===== config.mk =====
export PLATFORM = sky130hd
export DESIGN_NAME = lca_ctrl
export DESIGN_NICKNAME = d
export VERILOG_FILES = /design/src/sv/lca_pkg.sv /design/src/sv/lca_ctrl.sv
export SDC_FILE = /design/constraint.sdc
export NUM_CORES = 1
export LEC_CHECK = 0
export BUFFER_PORTS_ARGS = -buffer_cell sky130_fd_sc_hd__buf_2
export CORE_ASPECT_RATIO = 0.5
export CORE_UTILIZATION = 30
export CTS_BUF_LIST = sky130_fd_sc_hd__clkbuf_4 sky130_fd_sc_hd__clkbuf_8
export CTS_CLUSTER_SIZE = 24
export DETAILED_ROUTE_END_ITERATION = 8
export GPL_ROUTABILITY_DRIVEN = 0
export SYNTH_ARGS = -nofsm -noshare
export SYNTH_HDL_FRONTEND = slang
export SYNTH_SLANG_ARGS = --single-unit
export TNS_END_PERCENT = 100

===== constraint.sdc =====
create_clock -name i_clk -period 2.5 [get_ports i_clk]
set_input_delay 0.25 -clock i_clk [delete_from_list [all_inputs] [get_ports i_clk]]
set_output_delay 0.25 -clock i_clk [all_outputs]
set_load 0.05 [all_outputs]

===== src/sv/lca_pkg.sv =====
// ============================================================================
// lca_pkg
// Shared types and constants for the binary-lifting LCA engine.
// ============================================================================
package lca_pkg;

    localparam int FIELD_W = 10;
    localparam int DEPTH_W = 10;
    localparam int IN_TDATA_W  = 24;
    localparam int OUT_TDATA_W = 24;

    typedef enum logic [1:0] {
        CMD_LOAD  = 2'd0,
        CMD_BUILD = 2'd1,
        CMD_QUERY = 2'd2,
        CMD_NONE  = 2'd3
    } t_cmd;

    typedef enum logic [4:0] {
        OP_CLR, OP_IDLE, OP_SAN_RD, OP_SAN_WR, OP_DEP_RD, OP_DEP_PAR, OP_DEP_WR,
        OP_LVL_RD1, OP_LVL_RD2, OP_LVL_WR, OP_Q_RD0, OP_Q_RD1, OP_Q_SWAP,
        OP_UP_RD, OP_UP_DRD, OP_UP_CMP, OP_EQ, OP_DN_RDA, OP_DN_RDB, OP_DN_CMP,
        OP_PAR_RD, OP_PAR_W, OP_W_RD, OP_CALC, OP_DONE
    } t_op;

    typedef struct packed {
        t_op  op;
        logic accept;
    } t_ctrl;

    typedef struct packed {
        logic idx_last;
        logic idx_past;
        logic k_zero;
        logic k_top;
        logic changed;
        logic err;
        logic uv_eq;
        logic out_free;
    } t_stat;

endpackage


===== src/sv/lca_ctrl.sv =====
// ============================================================================
// lca_ctrl
// Sequencer for clear, load, build and query steps.
// ============================================================================
module lca_ctrl (
    input  logic           i_clk,
    input  logic           i_rst_n,
    input  logic           i_valid,
    input  lca_pkg::t_cmd  i_cmd,
    input  lca_pkg::t_stat i_stat,
    output logic           o_ready,
    output lca_pkg::t_ctrl o_ctrl
);

    typedef enum logic [24:0] {
        S_CLR     = 25'h0000001,
        S_IDLE    = 25'h0000002,
        S_SAN_RD  = 25'h0000004,
        S_SAN_WR  = 25'h0000008,
        S_DEP_RD  = 25'h0000010,
        S_DEP_PAR = 25'h0000020,
        S_DEP_WR  = 25'h0000040,
        S_LVL_RD1 = 25'h0000080,
        S_LVL_RD2 = 25'h0000100,
        S_LVL_WR  = 25'h0000200,
        S_Q_RD0   = 25'h0000400,
        S_Q_RD1   = 25'h0000800,
        S_Q_SWAP  = 25'h0001000,
        S_UP_RD   = 25'h0002000,
        S_UP_DRD  = 25'h0004000,
        S_UP_CMP  = 25'h0008000,
        S_EQ      = 25'h0010000,
        S_DN_RDA  = 25'h0020000,
        S_DN_RDB  = 25'h0040000,
        S_DN_CMP  = 25'h0080000,
        S_PAR_RD  = 25'h0100000,
        S_PAR_W   = 25'h0200000,
        S_W_RD    = 25'h0400000,
        S_CALC    = 25'h0800000,
        S_DONE    = 25'h1000000
    } t_state;

    t_state r_state, n_state;

    assign o_ready = (r_state == S_IDLE);

    always_comb begin
        n_state       = r_state;
        o_ctrl.op     = lca_pkg::OP_IDLE;
        o_ctrl.accept = 1'b0;
        case (r_state)
            S_CLR: begin
                o_ctrl.op = lca_pkg::OP_CLR;
                if (i_stat.idx_last) n_state = S_IDLE;
            end
            S_IDLE: begin
                o_ctrl.op     = lca_pkg::OP_IDLE;
                o_ctrl.accept = i_valid;
                if (i_valid) begin
                    if (i_cmd == lca_pkg::CMD_BUILD) n_state = S_SAN_RD;
                    if (i_cmd == lca_pkg::CMD_QUERY) n_state = S_Q_RD0;
                end
            end
            S_SAN_RD: begin
                o_ctrl.op = lca_pkg::OP_SAN_RD;
                n_state   = S_SAN_WR;
            end
            S_SAN_WR: begin
                o_ctrl.op = lca_pkg::OP_SAN_WR;
                n_state   = i_stat.idx_last ? S_DEP_RD : S_SAN_RD;
            end
            S_DEP_RD: begin
                o_ctrl.op = lca_pkg::OP_DEP_RD;
                if (i_stat.idx_past) begin
                    n_state = i_stat.changed ? S_DEP_RD : S_LVL_RD1;
                end else begin
                    n_state = S_DEP_PAR;
                end
            end
            S_DEP_PAR: begin
                o_ctrl.op = lca_pkg::OP_DEP_PAR;
                n_state   = S_DEP_WR;
            end
            S_DEP_WR: begin
                o_ctrl.op = lca_pkg::OP_DEP_WR;
                n_state   = S_DEP_RD;
            end
            S_LVL_RD1: begin
                o_ctrl.op = lca_pkg::OP_LVL_RD1;
                n_state   = S_LVL_RD2;
            end
            S_LVL_RD2: begin
                o_ctrl.op = lca_pkg::OP_LVL_RD2;
                n_state   = S_LVL_WR;
            end
            S_LVL_WR: begin
                o_ctrl.op = lca_pkg::OP_LVL_WR;
                n_state   = (i_stat.idx_last && i_stat.k_top) ? S_IDLE : S_LVL_RD1;
            end
            S_Q_RD0: begin
                o_ctrl.op = lca_pkg::OP_Q_RD0;
                n_state   = i_stat.err ? S_DONE : S_Q_RD1;
            end
            S_Q_RD1: begin
                o_ctrl.op = lca_pkg::OP_Q_RD1;
                n_state   = S_Q_SWAP;
            end
            S_Q_SWAP: begin
                o_ctrl.op = lca_pkg::OP_Q_SWAP;
                n_state   = S_UP_RD;
            end
            S_UP_RD: begin
                o_ctrl.op = lca_pkg::OP_UP_RD;
                n_state   = S_UP_DRD;
            end
            S_UP_DRD: begin
                o_ctrl.op = lca_pkg::OP_UP_DRD;
                n_state   = S_UP_CMP;
            end
            S_UP_CMP: begin
                o_ctrl.op = lca_pkg::OP_UP_CMP;
                n_state   = i_stat.k_zero ? S_EQ : S_UP_RD;
            end
            S_EQ: begin
                o_ctrl.op = lca_pkg::OP_EQ;
                n_state   = i_stat.uv_eq ? S_W_RD : S_DN_RDA;
            end
            S_DN_RDA: begin
                o_ctrl.op = lca_pkg::OP_DN_RDA;
                n_state   = S_DN_RDB;
            end
            S_DN_RDB: begin
                o_ctrl.op = lca_pkg::OP_DN_RDB;
                n_state   = S_DN_CMP;
            end
            S_DN_CMP: begin
                o_ctrl.op = lca_pkg::OP_DN_CMP;
                n_state   = i_stat.k_zero ? S_PAR_RD : S_DN_RDA;
            end
            S_PAR_RD: begin
                o_ctrl.op = lca_pkg::OP_PAR_RD;
                n_state   = S_PAR_W;
            end
            S_PAR_W: begin
                o_ctrl.op = lca_pkg::OP_PAR_W;
                n_state   = S_W_RD;
            end
            S_W_RD: begin
                o_ctrl.op = lca_pkg::OP_W_RD;
                n_state   = S_CALC;
            end
            S_CALC: begin
                o_ctrl.op = lca_pkg::OP_CALC;
                n_state   = S_DONE;
            end
            S_DONE: begin
                o_ctrl.op = lca_pkg::OP_DONE;
                if (i_stat.out_free) n_state = S_IDLE;
            end
            default: begin
                n_state = S_IDLE;
            end
        endcase
    end

    always_ff @(posedge i_clk) begin
        if (!i_rst_n) begin
            r_state <= S_CLR;
        end else begin
            r_state <= n_state;
        end
    end

endmodule


# Yosys cells after proc, flatten, opt, wreduce, memory -nomap -nowiden
# Cells that the tools add are included.
# op_classes
n_bitwise	0
div_mod_pow	0
mul	0
n_lt_le_gt_ge	0
mux	16
reduce_logical	2
shift	0
addsub	0
eq_ne	31
# op_table
operator	n
$pmux 25 s25	1
$mux 25	6
$pmux 5 s24	1
$eq 25x1->1 const B	1
$eq 25x10->1 const B	1
$eq 25x11->1 const B	1
$eq 25x12->1 const B	1
$eq 25x13->1 const B	1
$eq 25x14->1 const B	1
$eq 25x15->1 const B	1
$eq 25x16->1 const B	1
$eq 25x17->1 const B	1
$eq 25x18->1 const B	1
$eq 25x19->1 const B	1
$eq 25x2->1 const B	1
$eq 25x20->1 const B	1
$eq 25x21->1 const B	1
$eq 25x22->1 const B	1
$eq 25x23->1 const B	1
$eq 25x24->1 const B	1
$eq 25x25->1 const B	1
$eq 25x3->1 const B	1
$eq 25x4->1 const B	1
$eq 25x5->1 const B	1
other kinds (16)	20
# word_totals
word_cells	50
latchBits	0
ramBits	0
regBits	25
rom_bits	0
out_inout_bits	7
n_memories	0

# Longest topological paths before layout
# Gate-level depths: netlist (run 1).
# logic_depth
word_depth	5
ltp_mapped	8

# Worst setup path before layout (run 1)
# Ideal clock, no wire load.
# synth_path
kind	reg2out
start	reg r_state[21]
end	out o_ctrl[2] (netlist name)
setup_slack_ns	-0.021
stages_incl_launch_ff	6
required_time_ns	2.250
arrival_time_ns	2.271
path_buffers	1
path_cell_list	dfxtp_1 buf_6 nor4_4 nand2_4 or4_4 o221ai_1
# synth_lines
element	line	source
start, declared	lca_ctrl.sv:43	t_state r_state, n_state;
start signal, assigned	lca_ctrl.sv:170	r_state <= n_state;
end, declared	lca_ctrl.sv:12	output lca_pkg::t_ctrl o_ctrl

==> results of run 1 <==
repair_timing:
| action | 4_1_cts | 5_1_grt |
|---|---|---|
| setup endpoints to repair | 5 | 5 |
| setup buffers | 6 | 3 |
| resized for setup | 18 | 11 |
| endpoints found under the hold margin | 0 | 0 |
| pin swaps | 6 | 5 |
power groups by stage:
stage                     clock network [mW]  logic (mW)  registers, mW
after floorplan                            0       0.116          0.420
after global placement                     0       0.168          0.422
after detailed placement                   0       0.168          0.423
after CTS                              0.264       0.182          0.411
after global routing                   0.288       0.205          0.412
final                                  0.268       0.190          0.411
final cells by class:
| type | instances | area (um^2) |
|---|---|---|
| timing repair buffer | 49 | 338 |
| clock buffer | 4 | 48.8 |
| inverter | 10 | 37.5 |
| fill | 612 | 3700 |
| multi-input combinational | 188 | 1330 |
| sequential | 25 | 517 |
| tap | 88 | 110 |
per-layer routing:
layer	global-route usage, %	vias to the layer above	part of all wire, %
li1	-	954	-
met1	23.1	961	47
met2	25.4	71	44
met3	3.45	21	6.0
met4	4.45	2	2.3
met5	0	-	0.22
cell families (layout without fill, tap and decap cells):
kind of cell	after synthesis	after routing	share of synthesized area (%)
and+or+nand+nor	140	140	47.4
AOI/OAI and AO/OA	35	35	12.6
DFF	25	25	26.4
buffers and inverters	24	63	7.60
xor gates and xnor gates	13	13	6.01
stage by stage:
stage / utilization, % / instance area, um^2 / setup TNS, ns / hold slack [ns] / instances
4_1_cts: 38.0 / 2310 / -0.0120 / 0.151 / 361
3_5_place_dp: 35.5 / 2160 / 0 / 0.445 / 351
6_report: 39.1 / 2380 / 0 / 0.149 / 364
3_3_place_gp: 35.5 / 2160 / 0 / 0.440 / 351
5_1_grt: 39.1 / 2380 / -0.184 / 0.136 / 364
2_1_floorplan: - / 1900 / 0 / 0.326 / 237
cell usage after synthesis (5+ instances only):
cell type and n:
nand2_1 23, a21oi_1 7, xor2_1 9, nor2_1 24
nand4_1 8, nor2b_1 5, dfxtp_1 25, nand3_1 10
buf_6 6, nor4_1 11, nor3_1 14, inv_1 9
o21ai_0 8
worst min path at each step:
stage | to | cells past startpoint | slack, ns | from
finish | r_state[5]$_SDFFE_PN0P_ | 2 | 0.15 | i_stat[6]
global route | r_state[5]$_SDFFE_PN0P_ | 2 | 0.14 | i_stat[6]
CTS | r_state[11]$_SDFFE_PN0P_ | 2 | 0.15 | i_stat[2]
detailed placement | r_state[11]$_SDFFE_PN0P_ | 2 | 0.44 | i_stat[2]
global placement | r_state[11]$_SDFFE_PN0P_ | 2 | 0.44 | i_stat[2]
floorplan | r_state[5]$_SDFFE_PN0P_ | 1 | 0.33 | i_stat[6]
worst max-delay path, cell delays in order, from the launching register on:
cell and delay [ns]:
dfxtp_2 0.34, nor4_4 0.28, buf_4 0.20, nand4_1 0.17, or2_1 0.30, nor4_1 0.20, and3b_1 0.21, nand4_2 0.09
buf_6 0.16
==> results.ini, run 1 <==
[cells_and_area]
drive_above_1_share_pct=33.3
antenna_cells=0
final_common_cell=buf_4
area_delta_synth_final_pct=25.6
top_register=r_state
final_cell_mix=32 x buf_4, 23 x nand2_1, 22 x nor2_1, 16 x dfxtp_1, 15 x buf_2
largestRegisters=r_state (25)
finalNetCount=290
largest_reg_flops=25

[synth]
netlist_area_mm2=0.00189
syn_inst=237
synth_cell_types=57
ys_ff_latch=25
synthTopCellsByArea=dfxtp_1 26%, nor2_1 4.8%, nand2_1 4.6%, nor4_4 4.5%, xor2_1 4.2%
ys.flop_type=dfxtp_1
syn-num-nets=250
ys_async_sr_fraction_pct=0
yosys_warnings=0
synth_edf_count=0
synth_top_cell_by_area=dfxtp_1
synth.top_cell.area_share_pct=26.4
ys_seq_area_share_pct=26.4
avgSynthCellArea_um2=7.99

[placed_design]
dp_hpwl_um=4030
dp_slack_ns=0.0957
portBuffers=19

[grt]
grt-ovfl-total=0
antenna_found_initial=1
grt_pass1_vias=1804
grt_max_degree=17
track_usage_pct=16.4
grt_pass1_wl_um=8670

[route]
drc=0
drt_iter0_drc=147
routed-via-count=2009
drt-total-wl_um=5370
drtAntennaViolNets=0
wl_per_cell_um=14.8
firstDrtPassIters=4
vias_per_cell=5.52

[setup_path]
cp-startpoint=r_state[12]$_SDFFE_PN0P_
rr_endpoint=r_state[24]$_SDFFE_PN0P_
rr_startpoint=r_state[12]$_SDFFE_PN0P_
worstPathArrival_ns=2.25
endpoint_kind=output port
critPathRequiredTime_ns=2.25
endpoint=o_ctrl[1]
r2r_setup_slack_ns=0.39
path_class=reg -> out
r2r_cells=9
start_kind=register
crit_fanout=4

[sta]
setup_violations=0
fin_ws_ns=0.00388
drv_slew=0
tightestPinTransition_ns=0.396
fmax_mhz=401
skew_ns=0.00781
final_hold_viol_count=0
period_share_pct=99.8
rsz0062_at_grt=yes
min_period_ns=2.50
max_slew_margin_pct=73.5

[clock_network]
clk_pin_slew_worst_paths_ns=0.10
cts_root_buffer=clkbuf_8
holdBufCountCts=0
cts_htree_levels=1
clkSinkCount=25
insertion_delay_ns=0.28
tritoncts.num_buffers=3
cts_max_path_buffers=2
cts_tree=done

[pwr]
total_power_mw=0.869
clockPowerShare_pct=30.8
powerDensity_mw_per_mm2=365
vdd_drop_max_v=0.000168
p_sw_mw=0.268
power_frac_comb_pct=21.8
p_leak_nw=0.957
switching_share_pct=30.9
seqPwrFrac_pct=47.3
internal_power_mw=0.601

[die]
core_mm2=0.00608
die_area_mm2=0.00666
num_rows=20
die_h_um=58.2
die_w_um=114
initial_core_util_pct=31.2
ios=20

[worst_hold_path]
hp-class=in -> reg

[run_status]
status=completed

[flow_run]
maxCapViolCount=0

Power figures use the tool's default switching activity.
==> inputs of run 2 (changes only) <==
- CORE_UTILIZATION: 30 -> 46
- SETUP_SLACK_MARGIN: unset -> 0.15
==> run 2 against run 1 <==
The run now ends with setup timing left. Critical path type unchanged. Largest power group unchanged. Count of clock-buffer cells in the layout decreased by 1. Utilization rose by 29 points. Maximum frequency fell by 4.9%. Highest routed layer is now met4. Clock skew about the same. Largest cell class unchanged. Combinational power rose by 23%. Register-to-register slack got worse by 0.37 ns. Die area fell by 34%.
==> results.ini, run 2 (same netlist as run 1, synthesis figures left out) <==
[sta]
final_hold_viol_count=0  ; unchanged
fin_ws_ns=-0.125  ; was 0.00388 ns
hold_slack_ns=0.156  ; was 0.149 ns
tightestPinTransition_ns=0.353  ; was 0.396 ns
setup_violations=3  ; was 0
drv_slew=0  ; unchanged
fin_tns_setup_ns=-0.226  ; was 0 ns
period_share_pct=105  ; was 99.8%
min_period_ns=2.62  ; was 2.50 ns
max_slew_margin_pct=76.5  ; was 73.5%
rsz0062_at_grt=yes  ; unchanged
skew_ns=0.00749  ; was 0.00781 ns
fmax_mhz=381  ; was 401 MHz

[clock_network]
cts_tree=done  ; unchanged
tritoncts.num_buffers=3  ; unchanged
insertion_delay_ns=0.28  ; about the same
cts_max_path_buffers=2  ; unchanged
cts_htree_levels=1  ; unchanged
clkSinkCount=25  ; unchanged
clk_pin_slew_worst_paths_ns=0.09  ; was 0.10 ns
cts_root_buffer=clkbuf_8  ; unchanged

[grt]
grt_pass1_wl_um=8770  ; was 8670 um
antenna_found_initial=0  ; was 1
track_usage_pct=27.0  ; was 16.4%
grt_max_degree=17  ; unchanged
grt_pass1_vias=1719  ; was 1,804
grt-ovfl-total=0  ; unchanged

[setup_path]
start_kind=register  ; unchanged
endpoint=o_ctrl[1]  ; unchanged
r2r_cells=11  ; was 9
path_class=reg -> out  ; unchanged
rr_endpoint=r_state[24]$_SDFFE_PN0P_  ; unchanged
endpoint_kind=output port  ; unchanged
rr_startpoint=r_state[12]$_SDFFE_PN0P_  ; unchanged
r2r_setup_slack_ns=0.02  ; was 0.39 ns
crit_fanout=4  ; unchanged
critPathRequiredTime_ns=2.25  ; about the same
cp-startpoint=r_state[12]$_SDFFE_PN0P_  ; unchanged
worstPathArrival_ns=2.37  ; was 2.25 ns

[cells_and_area]
largestRegisters=r_state (25)  ; unchanged
area_delta_synth_final_pct=41.8  ; was 25.6%
largest_reg_flops=25  ; unchanged
antenna_cells=0  ; unchanged
top_register=r_state  ; unchanged
drive_above_1_share_pct=44.1  ; was 33.3%
final_common_cell=buf_4  ; unchanged
post-route-cell-area_mm2=0.00269  ; was 0.00238 mm^2
final_cell_mix=44 x buf_4, 22 x nand2_1, 21 x nor2_1, 13 x dfxtp_1, 12 x buf_2  ; was 32 x buf_4, 23 x nand2_1, 22 x nor2_1, 16 x dfxtp_1, 15 x buf_2
finalNetCount=309  ; was 290

[die]
initial_core_util_pct=48.3  ; was 31.2%
ios=20  ; unchanged
die_h_um=47.4  ; was 58.2 um
die_w_um=92.8  ; was 114 um
core_mm2=0.00392  ; was 0.00608 mm^2
num_rows=16  ; was 20
die_area_mm2=0.00439  ; was 0.00666 mm^2

[placed_design]
dp_hpwl_um=4060  ; was 4030 um
dp_slack_ns=0.0302  ; was 0.0957 ns
dpl_cell_area_mm2=0.00214  ; was 0.00216 mm^2
portBuffers=19  ; unchanged

[route]
drc=0  ; unchanged
firstDrtPassIters=5  ; was 4
vias_per_cell=6.30  ; was 5.52
routed-via-count=2197  ; was 2,009
drtAntennaViolNets=0  ; unchanged
wl_per_cell_um=19.1  ; was 14.8 um
drt_iter0_drc=284  ; was 147
drt-total-wl_um=6650  ; was 5370 um

[run_status]
violations=setup timing
status=finished, violations left  ; was completed

[flow_run]
maxCapViolCount=0  ; unchanged

[pwr]
vdd_drop_max_v=0.000260  ; was 0.000168 V
p_leak_nw=1.09  ; was 0.957 nW
total_power_mw=0.896  ; was 0.869 mW
powerDensity_mw_per_mm2=333  ; was 365 mW/mm^2

[worst_hold_path]
hp-class=in -> reg  ; unchanged

==> run 2: cell count changes in the layout (fill, tap and decap cells not counted), moves of 3 or more <==
cell,previous run,this run
dfxtp_1,16,13
buf_4,32,44
nor3_4,1,4
buf_2,15,12
buf_6,2,10
==> run 2: worst min-delay path by stage <==
stage              start                  endpoint  slack, ns  depth (start not counted)
2_1_floorplan  i_stat[6]   r_state[5]$_SDFFE_PN0P_       0.33                          1
3_3_place_gp   i_stat[2]  r_state[11]$_SDFFE_PN0P_       0.44                          2
3_5_place_dp   i_stat[2]  r_state[11]$_SDFFE_PN0P_       0.44                          2
4_1_cts        i_stat[2]  r_state[11]$_SDFFE_PN0P_       0.14                          2
5_1_grt        i_stat[6]   r_state[5]$_SDFFE_PN0P_       0.16                          2
6_report       i_stat[6]   r_state[5]$_SDFFE_PN0P_       0.16                          2
==> run 2: layout make-up <==
cell class,instances,area [um^2]
fillers,327,1240
multi-input cells,188,1470
repair buffers,68,538
flip-flops and latches,25,526
inverters,10,40.0
clock inverters,1,5.00
clock buffers,3,41.3
well taps,54,67.6
==> run 2: power by group <==
group	switching, mW	internal (mW)
Combinational	0.143	0.0909
Clock	0.138	0.112
Sequential	0.0118	0.400
==> run 2: worst max-delay path, cell delays in order, from the launching register on <==
cell and delay, ns:
dfxtp_2 0.34, nor4_4 0.37, buf_4 0.20, nand4b_2 0.15
buf_4 0.20, nor3_4 0.28, nor4b_4 0.10, nand3_1 0.15
nand4_2 0.13, buf_6 0.17
==> run 2: what timing repair did <==
item                                    CTS  global route
gates resized for setup                  38            39
endpoints found under the setup margin    7             9
buffers inserted                         15            10
hold buffers                              0             0
pin swaps                                15            16
endpoints found under the hold margin     0             0
==> run 2: layer usage <==
layer / routed length [um] / track usage (%) / vias to the layer above
li1: - / - / 985
met3: 725 / 8.58 / 36
met1: 2900 / 39.0 / 1014
met5: 0 / 0 / -
met2: 2780 / 40.4 / 162
met4: 245 / 3.69 / 0
==> run 2: per-stage QoR <==
| step | cells | util (%) |
|---|---|---|
| global placement | 320 | 54.5 |
| CTS | 339 | 63.0 |
| finish | 349 | 68.5 |
| detailed placement | 320 | 54.5 |
| global route | 349 | 68.5 |
| floorplan | 237 | - |
